`src/design/assert_macros.svh`:
```
// assertion macros shared by the scheduler rtl
// expects signals named clk and rst_n in the including scope
`ifndef ASSERT_MACROS_SVH
`define ASSERT_MACROS_SVH

// checked only while out of reset
`define PTS_ASSERT(label, prop, msg) \
  label: assert property (@(posedge clk) disable iff (!rst_n) prop) else $error(msg);

// checked at every edge, reset included
`define PTS_ASSERT_RST(label, prop, msg) \
  label: assert property (@(posedge clk) prop) else $error(msg);

`endif

```
`src/design/pts_pkg.sv`:
```
// shared constants and codes for the priority task scheduler
// no dependencies
package pts_pkg;

  localparam int MAX_TASKS_DEF = 16;
  localparam int TICK_BITS_DEF = 32;

  localparam int ACT_W      = 3;
  localparam int TIDX_W     = 4;
  localparam int PRIO_W     = 8;
  localparam int TICK_IN_W  = 32;
  localparam int RS_W       = 2;
  localparam int ACTIVE_W   = 5;
  localparam int CFG_ADDR_W = 3;
  localparam int CFG_DATA_W = 32;

  localparam logic [ACTIVE_W-1:0] ACTIVE_RESET = 5'd1;

  // register index, taken from paddr above the byte offset
  localparam logic [CFG_ADDR_W-3:0] REG_ACTIVE_TASKS = 1'b0;

  localparam logic [ACT_W-1:0] ACT_LOAD   = 3'd0;
  localparam logic [ACT_W-1:0] ACT_TICK   = 3'd1;
  localparam logic [ACT_W-1:0] ACT_YIELD  = 3'd2;
  localparam logic [ACT_W-1:0] ACT_SLEEP  = 3'd3;
  localparam logic [ACT_W-1:0] ACT_SWITCH = 3'd4;

  typedef logic [RS_W-1:0] run_state_t;
  localparam run_state_t RS_WAITING = 2'd0;
  localparam run_state_t RS_READY   = 2'd1;
  localparam run_state_t RS_RUNNING = 2'd2;

endpackage

```
`src/design/pts_in_if.sv`:
```
// input channel of the scheduler: valid/ready plus one action
// depends on pts_pkg
interface pts_in_if;
  logic                         valid;
  logic                         ready;
  logic [pts_pkg::ACT_W-1:0]    action;
  logic [pts_pkg::TIDX_W-1:0]   task_index;
  logic [pts_pkg::PRIO_W-1:0]   task_priority;
  logic [pts_pkg::TICK_IN_W-1:0] now_tick;
  logic [pts_pkg::TICK_IN_W-1:0] sleep_ticks;

  modport source (output valid, action, task_index, task_priority, now_tick, sleep_ticks,
                  input ready);
  modport sink (input valid, action, task_index, task_priority, now_tick, sleep_ticks,
                output ready);
endinterface

```
`src/design/pts_out_if.sv`:
```
// result channel of the scheduler: valid/ready plus one result
// depends on pts_pkg
interface pts_out_if;
  logic                       valid;
  logic                       ready;
  logic                       switch_requested;
  logic                       yielded;
  logic [pts_pkg::TIDX_W-1:0] outgoing_task;
  logic [pts_pkg::TIDX_W-1:0] incoming_task;
  logic [pts_pkg::TIDX_W-1:0] nominated_task;

  modport source (output valid, switch_requested, yielded, outgoing_task, incoming_task,
                  nominated_task, input ready);
  modport sink (input valid, switch_requested, yielded, outgoing_task, incoming_task,
                nominated_task, output ready);
endinterface

```
`src/design/pts_task_mem.sv`:
```
// task table memory: priority, run state and wake tick per entry
// one write port, one registered read port, per-entry valid bits; depends on pts_pkg
module pts_task_mem #(
  parameter int MAX_TASKS = pts_pkg::MAX_TASKS_DEF,
  parameter int TICK_BITS = pts_pkg::TICK_BITS_DEF,
  localparam int IDX_W = $clog2(MAX_TASKS)
) (
  input  logic                        clk,
  input  logic                        rst_n,
  input  logic                        wr_en,
  input  logic [IDX_W-1:0]            wr_addr,
  input  logic [pts_pkg::PRIO_W-1:0]  wr_prio,
  input  pts_pkg::run_state_t         wr_rs,
  input  logic [TICK_BITS-1:0]        wr_wake,
  input  logic                        rd_en,
  input  logic [IDX_W-1:0]            rd_addr,
  output logic [pts_pkg::PRIO_W-1:0]  rd_prio,
  output pts_pkg::run_state_t         rd_rs,
  output logic [TICK_BITS-1:0]        rd_wake
);

  localparam int WORD_W = pts_pkg::PRIO_W + pts_pkg::RS_W + TICK_BITS;

  logic [WORD_W-1:0]    mem_r [MAX_TASKS];
  logic [MAX_TASKS-1:0] valid_r;
  logic [WORD_W-1:0]    rd_word_r;
  logic                 rd_valid_r;

  always_ff @(posedge clk) begin
    if (wr_en) begin
      mem_r[wr_addr] <= {wr_prio, wr_rs, wr_wake};
    end
    if (rd_en) begin
      rd_word_r <= mem_r[rd_addr];
    end
  end

  always_ff @(posedge clk) begin
    if (!rst_n) begin
      valid_r    <= '0;
      rd_valid_r <= 1'b0;
    end else begin
      if (wr_en) begin
        valid_r[wr_addr] <= 1'b1;
      end
      if (rd_en) begin
        rd_valid_r <= valid_r[rd_addr];
      end
    end
  end

  // unwritten entries read as the reset contents
  assign rd_prio = rd_valid_r ? rd_word_r[WORD_W-1 -: pts_pkg::PRIO_W] : '0;
  assign rd_rs   = rd_valid_r ? rd_word_r[TICK_BITS +: pts_pkg::RS_W] : pts_pkg::RS_WAITING;
  assign rd_wake = rd_valid_r ? rd_word_r[TICK_BITS-1:0] : '1;

endmodule

```
`src/design/priority_task_scheduler_core.sv`:
```
// priority task scheduler, top level
// depends on pts_pkg, pts_in_if, pts_out_if, pts_task_mem and assert_macros.svh
//
// usage:
//   in_ch carries one action per transaction (load, tick, yield, sleep, switch);
//   out_ch returns exactly one result transaction per action, in order.
//   cfg_* is an apb-style port; register 0 (byte address 0) is active_tasks.
//   write configuration only while no action is in flight.
// timing, n = min(active_tasks, MAX_TASKS):
//   load writes one entry; unused actions go straight to the result. switch reads
//   the outgoing entry, then the incoming one. tick and yield scan one entry per
//   cycle through the single read port, entries 0 to n-1. sleep writes the
//   sleeping entry, then scans entries 1 and up.
//   one action at a time; in_ch.ready rises in the same cycle as the result
//   valid, once the result is loaded into the output register.
// reset:
//   all entries read as priority 0, waiting, wake tick never; current and next
//   task are 0; active_tasks is 1. no clearing pass is needed.
// stall: the result waits in the output register; the next action is accepted
//   meanwhile and its result is held until the output register frees.
`include "assert_macros.svh"

module priority_task_scheduler_core #(
  parameter int MAX_TASKS = pts_pkg::MAX_TASKS_DEF,
  parameter int TICK_BITS = pts_pkg::TICK_BITS_DEF
) (
  input  logic                              clk,
  input  logic                              rst_n,
  pts_in_if.sink                            in_ch,
  pts_out_if.source                         out_ch,
  input  logic                              cfg_psel,
  input  logic                              cfg_penable,
  input  logic                              cfg_pwrite,
  input  logic [pts_pkg::CFG_ADDR_W-1:0]    cfg_paddr,
  input  logic [pts_pkg::CFG_DATA_W-1:0]    cfg_pwdata,
  output logic [pts_pkg::CFG_DATA_W-1:0]    cfg_prdata,
  output logic                              cfg_pready
);

  localparam int IDX_W = $clog2(MAX_TASKS);
  localparam int CNT_W = $clog2(MAX_TASKS + 1);

  typedef enum logic [7:0] {
    S_IDLE     = 8'b0000_0001,
    S_LOAD     = 8'b0000_0010,
    S_SCAN     = 8'b0000_0100,
    S_SLEEP_WR = 8'b0000_1000,
    S_SW_RD    = 8'b0001_0000,
    S_SW_CUR   = 8'b0010_0000,
    S_SW_NXT   = 8'b0100_0000,
    S_DONE     = 8'b1000_0000
  } state_t;

  state_t                          state_r, state_nxt;
  logic [pts_pkg::ACT_W-1:0]       act_r, act_nxt;
  logic [pts_pkg::TIDX_W-1:0]      tidx_r, tidx_nxt;
  logic [pts_pkg::PRIO_W-1:0]      prio_r, prio_nxt;
  logic [TICK_BITS-1:0]            now_r, now_nxt;
  logic [TICK_BITS-1:0]            slp_r, slp_nxt;
  logic [pts_pkg::ACTIVE_W-1:0]    active_r, active_nxt;
  logic [IDX_W-1:0]                cur_r, cur_nxt;
  logic [IDX_W-1:0]                next_r, next_nxt;
  logic [pts_pkg::PRIO_W-1:0]      cur_prio_r, cur_prio_nxt;
  logic [pts_pkg::PRIO_W-1:0]      nxt_prio_r, nxt_prio_nxt;
  logic [pts_pkg::PRIO_W-1:0]      prio0_r, prio0_nxt;
  logic                            sw_r, sw_nxt;
  logic                            yl_r, yl_nxt;
  logic [IDX_W-1:0]                outg_r, outg_nxt;
  logic [IDX_W-1:0]                inc_r, inc_nxt;
  logic [CNT_W-1:0]                rd_p_r, rd_p_nxt;
  logic                            dv_r, dv_nxt;
  logic [IDX_W-1:0]                dp_r, dp_nxt;
  logic                            found_r, found_nxt;
  logic [IDX_W-1:0]                fnd_idx_r, fnd_idx_nxt;
  logic [pts_pkg::PRIO_W-1:0]      fnd_prio_r, fnd_prio_nxt;
  logic                            out_valid_r, out_valid_nxt;
  logic                            out_sw_r, out_sw_nxt;
  logic                            out_yl_r, out_yl_nxt;
  logic [pts_pkg::TIDX_W-1:0]      out_outg_r, out_outg_nxt;
  logic [pts_pkg::TIDX_W-1:0]      out_inc_r, out_inc_nxt;
  logic [pts_pkg::TIDX_W-1:0]      out_nom_r, out_nom_nxt;

  logic                            mem_wr_en;
  logic [IDX_W-1:0]                mem_wr_addr;
  logic [pts_pkg::PRIO_W-1:0]      mem_wr_prio;
  pts_pkg::run_state_t             mem_wr_rs;
  logic [TICK_BITS-1:0]            mem_wr_wake;
  logic                            mem_rd_en;
  logic [IDX_W-1:0]                mem_rd_addr;
  logic [pts_pkg::PRIO_W-1:0]      mem_rd_prio;
  pts_pkg::run_state_t             mem_rd_rs;
  logic [TICK_BITS-1:0]            mem_rd_wake;

  logic [CNT_W-1:0]                n_used;
  logic                            cfg_wr;
  logic                            cfg_hit;
  logic                            scan_more;

  pts_task_mem #(
    .MAX_TASKS (MAX_TASKS),
    .TICK_BITS (TICK_BITS)
  ) u_mem (
    .clk     (clk),
    .rst_n   (rst_n),
    .wr_en   (mem_wr_en),
    .wr_addr (mem_wr_addr),
    .wr_prio (mem_wr_prio),
    .wr_rs   (mem_wr_rs),
    .wr_wake (mem_wr_wake),
    .rd_en   (mem_rd_en),
    .rd_addr (mem_rd_addr),
    .rd_prio (mem_rd_prio),
    .rd_rs   (mem_rd_rs),
    .rd_wake (mem_rd_wake)
  );

  assign n_used = (32'(active_r) > MAX_TASKS) ? CNT_W'(MAX_TASKS) : CNT_W'(active_r);
  assign scan_more = (rd_p_r < n_used);

  assign cfg_hit    = (cfg_paddr[pts_pkg::CFG_ADDR_W-1:2] == pts_pkg::REG_ACTIVE_TASKS);
  assign cfg_wr     = cfg_psel && cfg_penable && cfg_pwrite && cfg_pready;
  assign cfg_pready = 1'b1;
  assign cfg_prdata = cfg_hit ? pts_pkg::CFG_DATA_W'(active_r) : '0;

  assign in_ch.ready             = (state_r == S_IDLE);
  assign out_ch.valid            = out_valid_r;
  assign out_ch.switch_requested = out_sw_r;
  assign out_ch.yielded          = out_yl_r;
  assign out_ch.outgoing_task    = out_outg_r;
  assign out_ch.incoming_task    = out_inc_r;
  assign out_ch.nominated_task   = out_nom_r;

  always_comb begin
    state_nxt     = state_r;
    act_nxt       = act_r;
    tidx_nxt      = tidx_r;
    prio_nxt      = prio_r;
    now_nxt       = now_r;
    slp_nxt       = slp_r;
    active_nxt    = active_r;
    cur_nxt       = cur_r;
    next_nxt      = next_r;
    cur_prio_nxt  = cur_prio_r;
    nxt_prio_nxt  = nxt_prio_r;
    prio0_nxt     = prio0_r;
    sw_nxt        = sw_r;
    yl_nxt        = yl_r;
    outg_nxt      = outg_r;
    inc_nxt       = inc_r;
    rd_p_nxt      = rd_p_r;
    dv_nxt        = dv_r;
    dp_nxt        = dp_r;
    found_nxt     = found_r;
    fnd_idx_nxt   = fnd_idx_r;
    fnd_prio_nxt  = fnd_prio_r;
    out_valid_nxt = out_valid_r;
    out_sw_nxt    = out_sw_r;
    out_yl_nxt    = out_yl_r;
    out_outg_nxt  = out_outg_r;
    out_inc_nxt   = out_inc_r;
    out_nom_nxt   = out_nom_r;

    mem_wr_en   = 1'b0;
    mem_wr_addr = '0;
    mem_wr_prio = prio_r;
    mem_wr_rs   = pts_pkg::RS_READY;
    mem_wr_wake = '1;
    mem_rd_en   = 1'b0;
    mem_rd_addr = '0;

    if (cfg_wr && cfg_hit) begin
      active_nxt = cfg_pwdata[pts_pkg::ACTIVE_W-1:0];
    end

    if (out_valid_r && out_ch.ready) begin
      out_valid_nxt = 1'b0;
    end

    case (state_r)
      S_IDLE: begin
        if (in_ch.valid) begin
          act_nxt   = in_ch.action;
          tidx_nxt  = in_ch.task_index;
          prio_nxt  = in_ch.task_priority;
          now_nxt   = TICK_BITS'(in_ch.now_tick);
          slp_nxt   = TICK_BITS'(in_ch.sleep_ticks);
          sw_nxt    = 1'b0;
          yl_nxt    = 1'b0;
          outg_nxt  = '0;
          inc_nxt   = '0;
          dv_nxt    = 1'b0;
          found_nxt = 1'b0;
          rd_p_nxt  = '0;
          case (in_ch.action)
            pts_pkg::ACT_LOAD:   state_nxt = S_LOAD;
            pts_pkg::ACT_TICK:   state_nxt = S_SCAN;
            pts_pkg::ACT_YIELD:  state_nxt = S_SCAN;
            pts_pkg::ACT_SLEEP:  state_nxt = S_SLEEP_WR;
            pts_pkg::ACT_SWITCH: state_nxt = S_SW_RD;
            default:             state_nxt = S_DONE;
          endcase
        end
      end

      S_LOAD: begin
        if (32'(tidx_r) < MAX_TASKS) begin
          mem_wr_en   = 1'b1;
          mem_wr_addr = IDX_W'(tidx_r);
          mem_wr_prio = prio_r;
          mem_wr_rs   = pts_pkg::RS_READY;
          mem_wr_wake = '1;
          if (32'(tidx_r) == 32'(cur_r)) begin
            cur_prio_nxt = prio_r;
          end
          if (32'(tidx_r) == 32'(next_r)) begin
            nxt_prio_nxt = prio_r;
          end
          if (tidx_r == '0) begin
            prio0_nxt = prio_r;
          end
        end
        state_nxt = S_DONE;
      end

      S_SLEEP_WR: begin
        mem_wr_en    = 1'b1;
        mem_wr_addr  = cur_r;
        mem_wr_prio  = cur_prio_r;
        mem_wr_rs    = pts_pkg::RS_WAITING;
        mem_wr_wake  = now_r + slp_r;
        fnd_idx_nxt  = '0;
        fnd_prio_nxt = prio0_r;
        rd_p_nxt     = CNT_W'(1);
        state_nxt    = S_SCAN;
      end

      S_SCAN: begin
        // read issue runs one entry ahead of the update
        if (scan_more) begin
          mem_rd_en   = 1'b1;
          mem_rd_addr = rd_p_r[IDX_W-1:0];
          rd_p_nxt    = CNT_W'(rd_p_r + CNT_W'(1));
          dv_nxt      = 1'b1;
          dp_nxt      = rd_p_r[IDX_W-1:0];
        end else begin
          dv_nxt = 1'b0;
        end

        if (dv_r) begin
          case (act_r)
            pts_pkg::ACT_TICK: begin
              if (mem_rd_wake <= now_r) begin
                mem_wr_en   = 1'b1;
                mem_wr_addr = dp_r;
                mem_wr_prio = mem_rd_prio;
                mem_wr_rs   = pts_pkg::RS_READY;
                mem_wr_wake = '1;
                if (cur_prio_r < mem_rd_prio) begin
                  sw_nxt = 1'b1;
                  if (nxt_prio_r < mem_rd_prio) begin
                    next_nxt     = dp_r;
                    nxt_prio_nxt = mem_rd_prio;
                  end
                end
              end
            end
            pts_pkg::ACT_YIELD: begin
              if (!found_r && (cur_prio_r <= mem_rd_prio)
                  && (mem_rd_rs != pts_pkg::RS_WAITING) && (dp_r != cur_r)) begin
                found_nxt = 1'b1;
                sw_nxt    = 1'b1;
                yl_nxt    = 1'b1;
                if (nxt_prio_r < mem_rd_prio) begin
                  next_nxt     = dp_r;
                  nxt_prio_nxt = mem_rd_prio;
                end
              end
            end
            pts_pkg::ACT_SLEEP: begin
              if ((mem_rd_rs == pts_pkg::RS_READY) && (fnd_prio_r < mem_rd_prio)) begin
                fnd_idx_nxt  = dp_r;
                fnd_prio_nxt = mem_rd_prio;
              end
            end
            default: begin
            end
          endcase
        end

        if (!scan_more && !dv_r) begin
          if (act_r == pts_pkg::ACT_SLEEP) begin
            sw_nxt = 1'b1;
            if (nxt_prio_r < fnd_prio_r) begin
              next_nxt     = fnd_idx_r;
              nxt_prio_nxt = fnd_prio_r;
            end
          end
          state_nxt = S_DONE;
        end
      end

      S_SW_RD: begin
        mem_rd_en   = 1'b1;
        mem_rd_addr = cur_r;
        outg_nxt    = cur_r;
        inc_nxt     = next_r;
        state_nxt   = S_SW_CUR;
      end

      S_SW_CUR: begin
        // a task switched to itself is written once, as running
        if ((mem_rd_rs == pts_pkg::RS_RUNNING) && (cur_r != next_r)) begin
          mem_wr_en   = 1'b1;
          mem_wr_addr = cur_r;
          mem_wr_prio = mem_rd_prio;
          mem_wr_rs   = pts_pkg::RS_READY;
          mem_wr_wake = mem_rd_wake;
        end
        mem_rd_en   = 1'b1;
        mem_rd_addr = next_r;
        state_nxt   = S_SW_NXT;
      end

      S_SW_NXT: begin
        mem_wr_en    = 1'b1;
        mem_wr_addr  = next_r;
        mem_wr_prio  = mem_rd_prio;
        mem_wr_rs    = pts_pkg::RS_RUNNING;
        mem_wr_wake  = mem_rd_wake;
        cur_nxt      = next_r;
        cur_prio_nxt = nxt_prio_r;
        next_nxt     = '0;
        nxt_prio_nxt = prio0_r;
        state_nxt    = S_DONE;
      end

      S_DONE: begin
        if (!out_valid_r || out_ch.ready) begin
          out_valid_nxt = 1'b1;
          out_sw_nxt    = sw_r;
          out_yl_nxt    = yl_r;
          out_outg_nxt  = pts_pkg::TIDX_W'(outg_r);
          out_inc_nxt   = pts_pkg::TIDX_W'(inc_r);
          out_nom_nxt   = pts_pkg::TIDX_W'(next_r);
          state_nxt     = S_IDLE;
        end
      end

      default: begin
        state_nxt = S_IDLE;
      end
    endcase
  end

  always_ff @(posedge clk) begin
    if (!rst_n) begin
      state_r     <= S_IDLE;
      active_r    <= pts_pkg::ACTIVE_RESET;
      cur_r       <= '0;
      next_r      <= '0;
      cur_prio_r  <= '0;
      nxt_prio_r  <= '0;
      prio0_r     <= '0;
      rd_p_r      <= '0;
      dv_r        <= 1'b0;
      found_r     <= 1'b0;
      out_valid_r <= 1'b0;
    end else begin
      state_r     <= state_nxt;
      active_r    <= active_nxt;
      cur_r       <= cur_nxt;
      next_r      <= next_nxt;
      cur_prio_r  <= cur_prio_nxt;
      nxt_prio_r  <= nxt_prio_nxt;
      prio0_r     <= prio0_nxt;
      rd_p_r      <= rd_p_nxt;
      dv_r        <= dv_nxt;
      found_r     <= found_nxt;
      out_valid_r <= out_valid_nxt;
    end
  end

  always_ff @(posedge clk) begin
    act_r      <= act_nxt;
    tidx_r     <= tidx_nxt;
    prio_r     <= prio_nxt;
    now_r      <= now_nxt;
    slp_r      <= slp_nxt;
    sw_r       <= sw_nxt;
    yl_r       <= yl_nxt;
    outg_r     <= outg_nxt;
    inc_r      <= inc_nxt;
    dp_r       <= dp_nxt;
    fnd_idx_r  <= fnd_idx_nxt;
    fnd_prio_r <= fnd_prio_nxt;
    out_sw_r   <= out_sw_nxt;
    out_yl_r   <= out_yl_nxt;
    out_outg_r <= out_outg_nxt;
    out_inc_r  <= out_inc_nxt;
    out_nom_r  <= out_nom_nxt;
  end

  `PTS_ASSERT(a_no_rw_clash, (mem_wr_en && mem_rd_en) |-> (mem_wr_addr != mem_rd_addr), "table read and write hit the same entry")
  `PTS_ASSERT(a_out_from_done, $rose(out_valid_r) |-> $past(state_r == S_DONE), "result raised outside the done state")
  `PTS_ASSERT(a_switch_update, $past(state_r == S_SW_NXT) |-> (next_r == '0 && cur_r == $past(next_r)), "switch did not hand over the nominated task")
  `PTS_ASSERT_RST(a_reset_idle, !rst_n |=> (!out_valid_r && state_r == S_IDLE), "reset left the block busy")

endmodule

```
`src/flat_wrapper.sv`:
```
// flat-port wrapper written by rule: the top's interface ports become plain ports
module priority_task_scheduler_core_flat 
#(
  parameter int MAX_TASKS = pts_pkg::MAX_TASKS_DEF,
  parameter int TICK_BITS = pts_pkg::TICK_BITS_DEF
)
  (clk, rst_n, cfg_psel, cfg_penable, cfg_pwrite, cfg_paddr, cfg_pwdata, cfg_prdata, cfg_pready, in_ch_valid, in_ch_action, in_ch_task_index, in_ch_task_priority, in_ch_now_tick, in_ch_sleep_ticks, in_ch_ready, out_ch_valid, out_ch_switch_requested, out_ch_yielded, out_ch_outgoing_task, out_ch_incoming_task, out_ch_nominated_task, out_ch_ready);
  pts_in_if in_ch_i ();
  pts_out_if out_ch_i ();
  input  logic clk;
  input  logic rst_n;
  input  logic cfg_psel;
  input  logic cfg_penable;
  input  logic cfg_pwrite;
  input  logic [pts_pkg::CFG_ADDR_W-1:0] cfg_paddr;
  input  logic [pts_pkg::CFG_DATA_W-1:0] cfg_pwdata;
  output logic [pts_pkg::CFG_DATA_W-1:0] cfg_prdata;
  output logic cfg_pready;
  input wire logic [$bits(in_ch_i.valid)-1:0] in_ch_valid;
  input wire logic [$bits(in_ch_i.action)-1:0] in_ch_action;
  input wire logic [$bits(in_ch_i.task_index)-1:0] in_ch_task_index;
  input wire logic [$bits(in_ch_i.task_priority)-1:0] in_ch_task_priority;
  input wire logic [$bits(in_ch_i.now_tick)-1:0] in_ch_now_tick;
  input wire logic [$bits(in_ch_i.sleep_ticks)-1:0] in_ch_sleep_ticks;
  output wire logic [$bits(in_ch_i.ready)-1:0] in_ch_ready;
  output wire logic [$bits(out_ch_i.valid)-1:0] out_ch_valid;
  output wire logic [$bits(out_ch_i.switch_requested)-1:0] out_ch_switch_requested;
  output wire logic [$bits(out_ch_i.yielded)-1:0] out_ch_yielded;
  output wire logic [$bits(out_ch_i.outgoing_task)-1:0] out_ch_outgoing_task;
  output wire logic [$bits(out_ch_i.incoming_task)-1:0] out_ch_incoming_task;
  output wire logic [$bits(out_ch_i.nominated_task)-1:0] out_ch_nominated_task;
  input wire logic [$bits(out_ch_i.ready)-1:0] out_ch_ready;
  assign in_ch_i.valid = in_ch_valid;
  assign in_ch_i.action = in_ch_action;
  assign in_ch_i.task_index = in_ch_task_index;
  assign in_ch_i.task_priority = in_ch_task_priority;
  assign in_ch_i.now_tick = in_ch_now_tick;
  assign in_ch_i.sleep_ticks = in_ch_sleep_ticks;
  assign in_ch_ready = in_ch_i.ready;
  assign out_ch_valid = out_ch_i.valid;
  assign out_ch_switch_requested = out_ch_i.switch_requested;
  assign out_ch_yielded = out_ch_i.yielded;
  assign out_ch_outgoing_task = out_ch_i.outgoing_task;
  assign out_ch_incoming_task = out_ch_i.incoming_task;
  assign out_ch_nominated_task = out_ch_i.nominated_task;
  assign out_ch_i.ready = out_ch_ready;
  priority_task_scheduler_core #(.MAX_TASKS(MAX_TASKS), .TICK_BITS(TICK_BITS)) u_core (.clk(clk), .rst_n(rst_n), .in_ch(in_ch_i), .out_ch(out_ch_i), .cfg_psel(cfg_psel), .cfg_penable(cfg_penable), .cfg_pwrite(cfg_pwrite), .cfg_paddr(cfg_paddr), .cfg_pwdata(cfg_pwdata), .cfg_prdata(cfg_prdata), .cfg_pready(cfg_pready));
endmodule
```
`config.mk`:
```
export PLATFORM = sky130hd
export DESIGN_NAME = priority_task_scheduler_core_flat
export DESIGN_NICKNAME = d
export VERILOG_FILES = /design/src/design/pts_pkg.sv /design/src/design/pts_in_if.sv /design/src/design/pts_out_if.sv /design/src/design/pts_task_mem.sv /design/src/design/priority_task_scheduler_core.sv /design/src/flat_wrapper.sv
export VERILOG_INCLUDE_DIRS = /design/src /design/src/design
export SDC_FILE = /design/constraint.sdc
export NUM_CORES = 1
export LEC_CHECK = 0
export BUFFER_PORTS_ARGS = -buffer_cell sky130_fd_sc_hd__buf_2
export CORE_MARGIN = 4
export CORE_UTILIZATION = 62
export DETAILED_ROUTE_END_ITERATION = 16
export PLACE_DENSITY = 0.83
export SLEW_MARGIN = 30
export SYNTH_ARGS = -nofsm -noshare
export SYNTH_HDL_FRONTEND = slang
export SYNTH_SLANG_ARGS = --single-unit
```
`constraint.sdc`:
```
create_clock -name clk -period 9.6 [get_ports clk]
set_input_delay 0 -clock clk [delete_from_list [all_inputs] [get_ports clk]]
set_output_delay 0 -clock clk [all_outputs]
set_load 0.02 [all_outputs]
```
==> flow_metrics.tcl <==
set metrics [dict create \
    drt_iter0_drc 3476 \
    diodes 0 \
    yosysTopAreaCell "edfxtp_1" \
    initial_core_util 0.6259 \
    hold_violations 0 \
    wl_per_cell_um 24.03 \
    rows 92 \
    wl_met2_mm 47.69 \
    die_y_um 260.1 \
    drive_above_1_share 0.1069 \
    max_cap_violations 0 \
    place.gp.congestion 0.8642 \
    num_vias 26763 \
    gr-total-overflow 0 \
    synth-async-reset-ratio 0 \
    fin_util 0.7081 \
    dp_hpwl_mm 51.47 \
    hold_end "u_core.active_r[4]" \
    root_buffer "clkbuf_16" \
    rsz0062_at_grt "no" \
    finClkSkew_ns 0.02109 \
    combPwrFrac 0.097 \
    tightest_slew_ns 1.009 \
    p_switching_w 0.002081 \
    core_um2 62970 \
    cts.sinks 903 \
    clk_latency_ns 0.65 \
    cts_setup_buffers 0 \
    syn_inst 3022 \
    filler_cell_count 3915 \
    antenna_found_initial 0 \
    hp-class "in -> reg" \
    p_int_w 0.006697 \
    place.port_buffers 112 \
    fp.dieW_um 260.1 \
    cts_resized 0 \
    slew_headroom 0.3224 \
    fin_crit_sh 0.5975 \
    r2r_start "u_core.u_mem.rd_valid_r" \
    syn_to_final_growth_pct 13.13 \
    final_common_cell "edfxtp_1" \
    cp.arrival_ns 5.99 \
    critPathMaxFanout 43 \
    slew_violations 0 \
    clk_pin_slew_ns 0.06 \
    synth_top_area_share 0.6347 \
    grt_max_degree 275 \
    total_power_w 0.008778 \
    worstReg2RegEnd "u_core.u_mem.mem_r[8][6]" \
    placed_area_um2 40730 \
    fin_crit_ns 5.736 \
    min_from "cfg_pwrite" \
    leakage_nw 15.86 \
    ys_ff_latch 903 \
    postCtsHoldBufs 92 \
    drtPass1Iterations 9 \
    fin_setup_tns_ns 0 \
    nets 3397 \
    syn_area_um2 39410 \
    io_pins 170 \
    multi_input_area_um2 12070 \
    routed.top_layer "met4" \
    crit_type "reg -> reg" \
    required_ns 9.86 \
    cts_tree "yes" \
    postRouteWirelength_mm 98.34 \
    fmax_mhz 174.3 \
    ys_types 80 \
    holdPathStages 4 \
    setup-violations-final 0 \
    grt_pass1_wl_mm 148.9 \
    synth_area_per_cell_um2 13.04 \
    p_per_area_nw_per_um2 196.9 \
    wl_met1_mm 36.58 \
    grt_pass1_vias 26353 \
    hold_slack_ns 0.03966 \
    seqCellArea_um2 26420 \
    peakVddDrop_mv 0.1421 \
    switching_share 0.2370 \
    yosysSeqAreaShare 0.6703 \
    critPathCaptureType "register" \
    grt_usage 0.2842 \
    status "finished clean" \
    clockBufferDepth 3 \
    ff2ff_path_depth 12 \
    die_area_um2 67660 \
    final_cell_mix "edfxtp_1 (833), nand2_1 (449), a211oi_1 (216)" \
    dr_wl_met3_mm 9.486 \
    critPathLaunchType "register" \
    seq_power_share 0.516 \
    via_per_inst 6.539 \
    synthTopCellsByArea "edfxtp_1 (63%), nand2_1 (4.3%), a211oi_1 (4.1%), dfxtp_1 (3.6%), ha_1 (3.1%)" \
    clockPowerShare 0.387 \
    reg2reg_slack_ns 3.86 \
    cts_buffers 88 \
    synth-edff-count 833 \
    htreeDepth 3 \
    yosys_warnings 0 \
    ant_nets 0 \
    design_area_um2 44580 \
    synth_ff_type "edfxtp_1" \
    drc 0 \
]
[worst max-delay path: stages, from the launching register on]
cell,delay (ns)
dfxtp_2,0.31
buf_4,0.59
nand2b_1,0.19
ha_1,0.35
nand4_1,0.18
or2_1,0.32
nor3_1,0.58
nand2_1,0.13
a31oi_1,0.61
nor4_4,0.17
a21boi_1,0.76
nor4b_4,0.32
buf_4,0.77
[logic make-up (layout without fill, tap and decap cells)]
logic type	after synthesis	in the layout	synth area share
adders and majority gates	98	98	0.03130
muxes	18	18	0.004635
buffers and inverters	277	476	0.03194
AOI/OAI and AO/OA	813	813	0.1434
DFF	903	903	0.6703
and+or+nand+nor	864	864	0.1078
xor gates and xnor gates	47	47	0.01045
other	2	28	0.0001906
[power groups by stage]
stage                     clock network (W)  registers, W  logic [W]
final                               0.00340       0.00453   0.000852
after global placement                    0       0.00460   0.000734
after detailed placement                  0       0.00460   0.000776
after floorplan                           0       0.00456   0.000564
after global routing                0.00360       0.00453   0.000922
after CTS                           0.00343       0.00452   0.000821
[worst max path at each step]
stage / start / endpoint / slack, ns / cells after the start
after floorplan: u_core.u_mem.rd_valid_r / u_core.u_mem.mem_r[0][0] / 2.23 / 11
after global routing: u_core.u_mem.rd_valid_r / u_core.u_mem.mem_r[8][6] / 3.70 / 12
after detailed placement: u_core.u_mem.rd_valid_r / u_core.u_mem.mem_r[8][18] / 3.92 / 12
after global placement: u_core.u_mem.rd_valid_r / u_core.u_mem.mem_r[8][16] / 4.14 / 12
final: u_core.u_mem.rd_valid_r / u_core.u_mem.mem_r[8][6] / 3.86 / 12
after CTS: u_core.u_mem.rd_valid_r / u_core.u_mem.mem_r[9][6] / 3.93 / 12
[metal layers]
layer,vias to the layer above,track usage
met2,1639,0.4698
met1,13021,0.3743
met4,0,0.1333
met5,-,0
met3,311,0.04372
li1,11792,-
[synth_stat cells (25+ instances only)]
master and n:
a21oi_1 173, a21o_1 28, nand2_1 449, buf_4 38
xnor2_1 25, ha_1 97, nand2b_1 43, o21a_1 31
inv_1 55, a211oi_1 216, o21ai_0 70, and2_1 88
nor2_1 56, and2_0 92, a311oi_1 87, a31oi_1 92
edfxtp_1 833, buf_2 43, clkbuf_1 130, nor2b_1 31
dfxtp_1 70
[metrics by stage]
step | cells | worst slack (ns)
finish | 4093 | 3.864
global route | 4093 | 3.702
CTS | 4091 | 3.925
detailed placement | 3840 | 3.923
global placement | 3839 | 4.135
floorplan | 3048 | 2.233
[flip-flops by register name, summed over array words and instances, names as in the netlist, 5 cells and up]
name / flops
u_core.state_r: 8
u_core.prio_r: 8
u_core.now_r: 32
u_core.u_mem.valid_r: 16
u_core.prio0_r: 8
u_core.nxt_prio_r: 8
u_core.u_mem.mem_r: 672
u_core.u_mem.rd_word_r: 42
u_core.fnd_prio_r: 8
u_core.slp_r: 32
u_core.active_r: 5
u_core.rd_p_r: 5
u_core.cur_prio_r: 8
[cell type report]
type | count | share of cell area
inverter | 57 | 0.004827
clock buffer | 109 | 0.05279
tap | 846 | 0.02374
timing repair buffer | 260 | 0.04473
clock inverter | 50 | 0.01066
sequential | 903 | 0.5925
multi-input combinational | 1868 | 0.2707
Power figures use the tool's default switching activity.
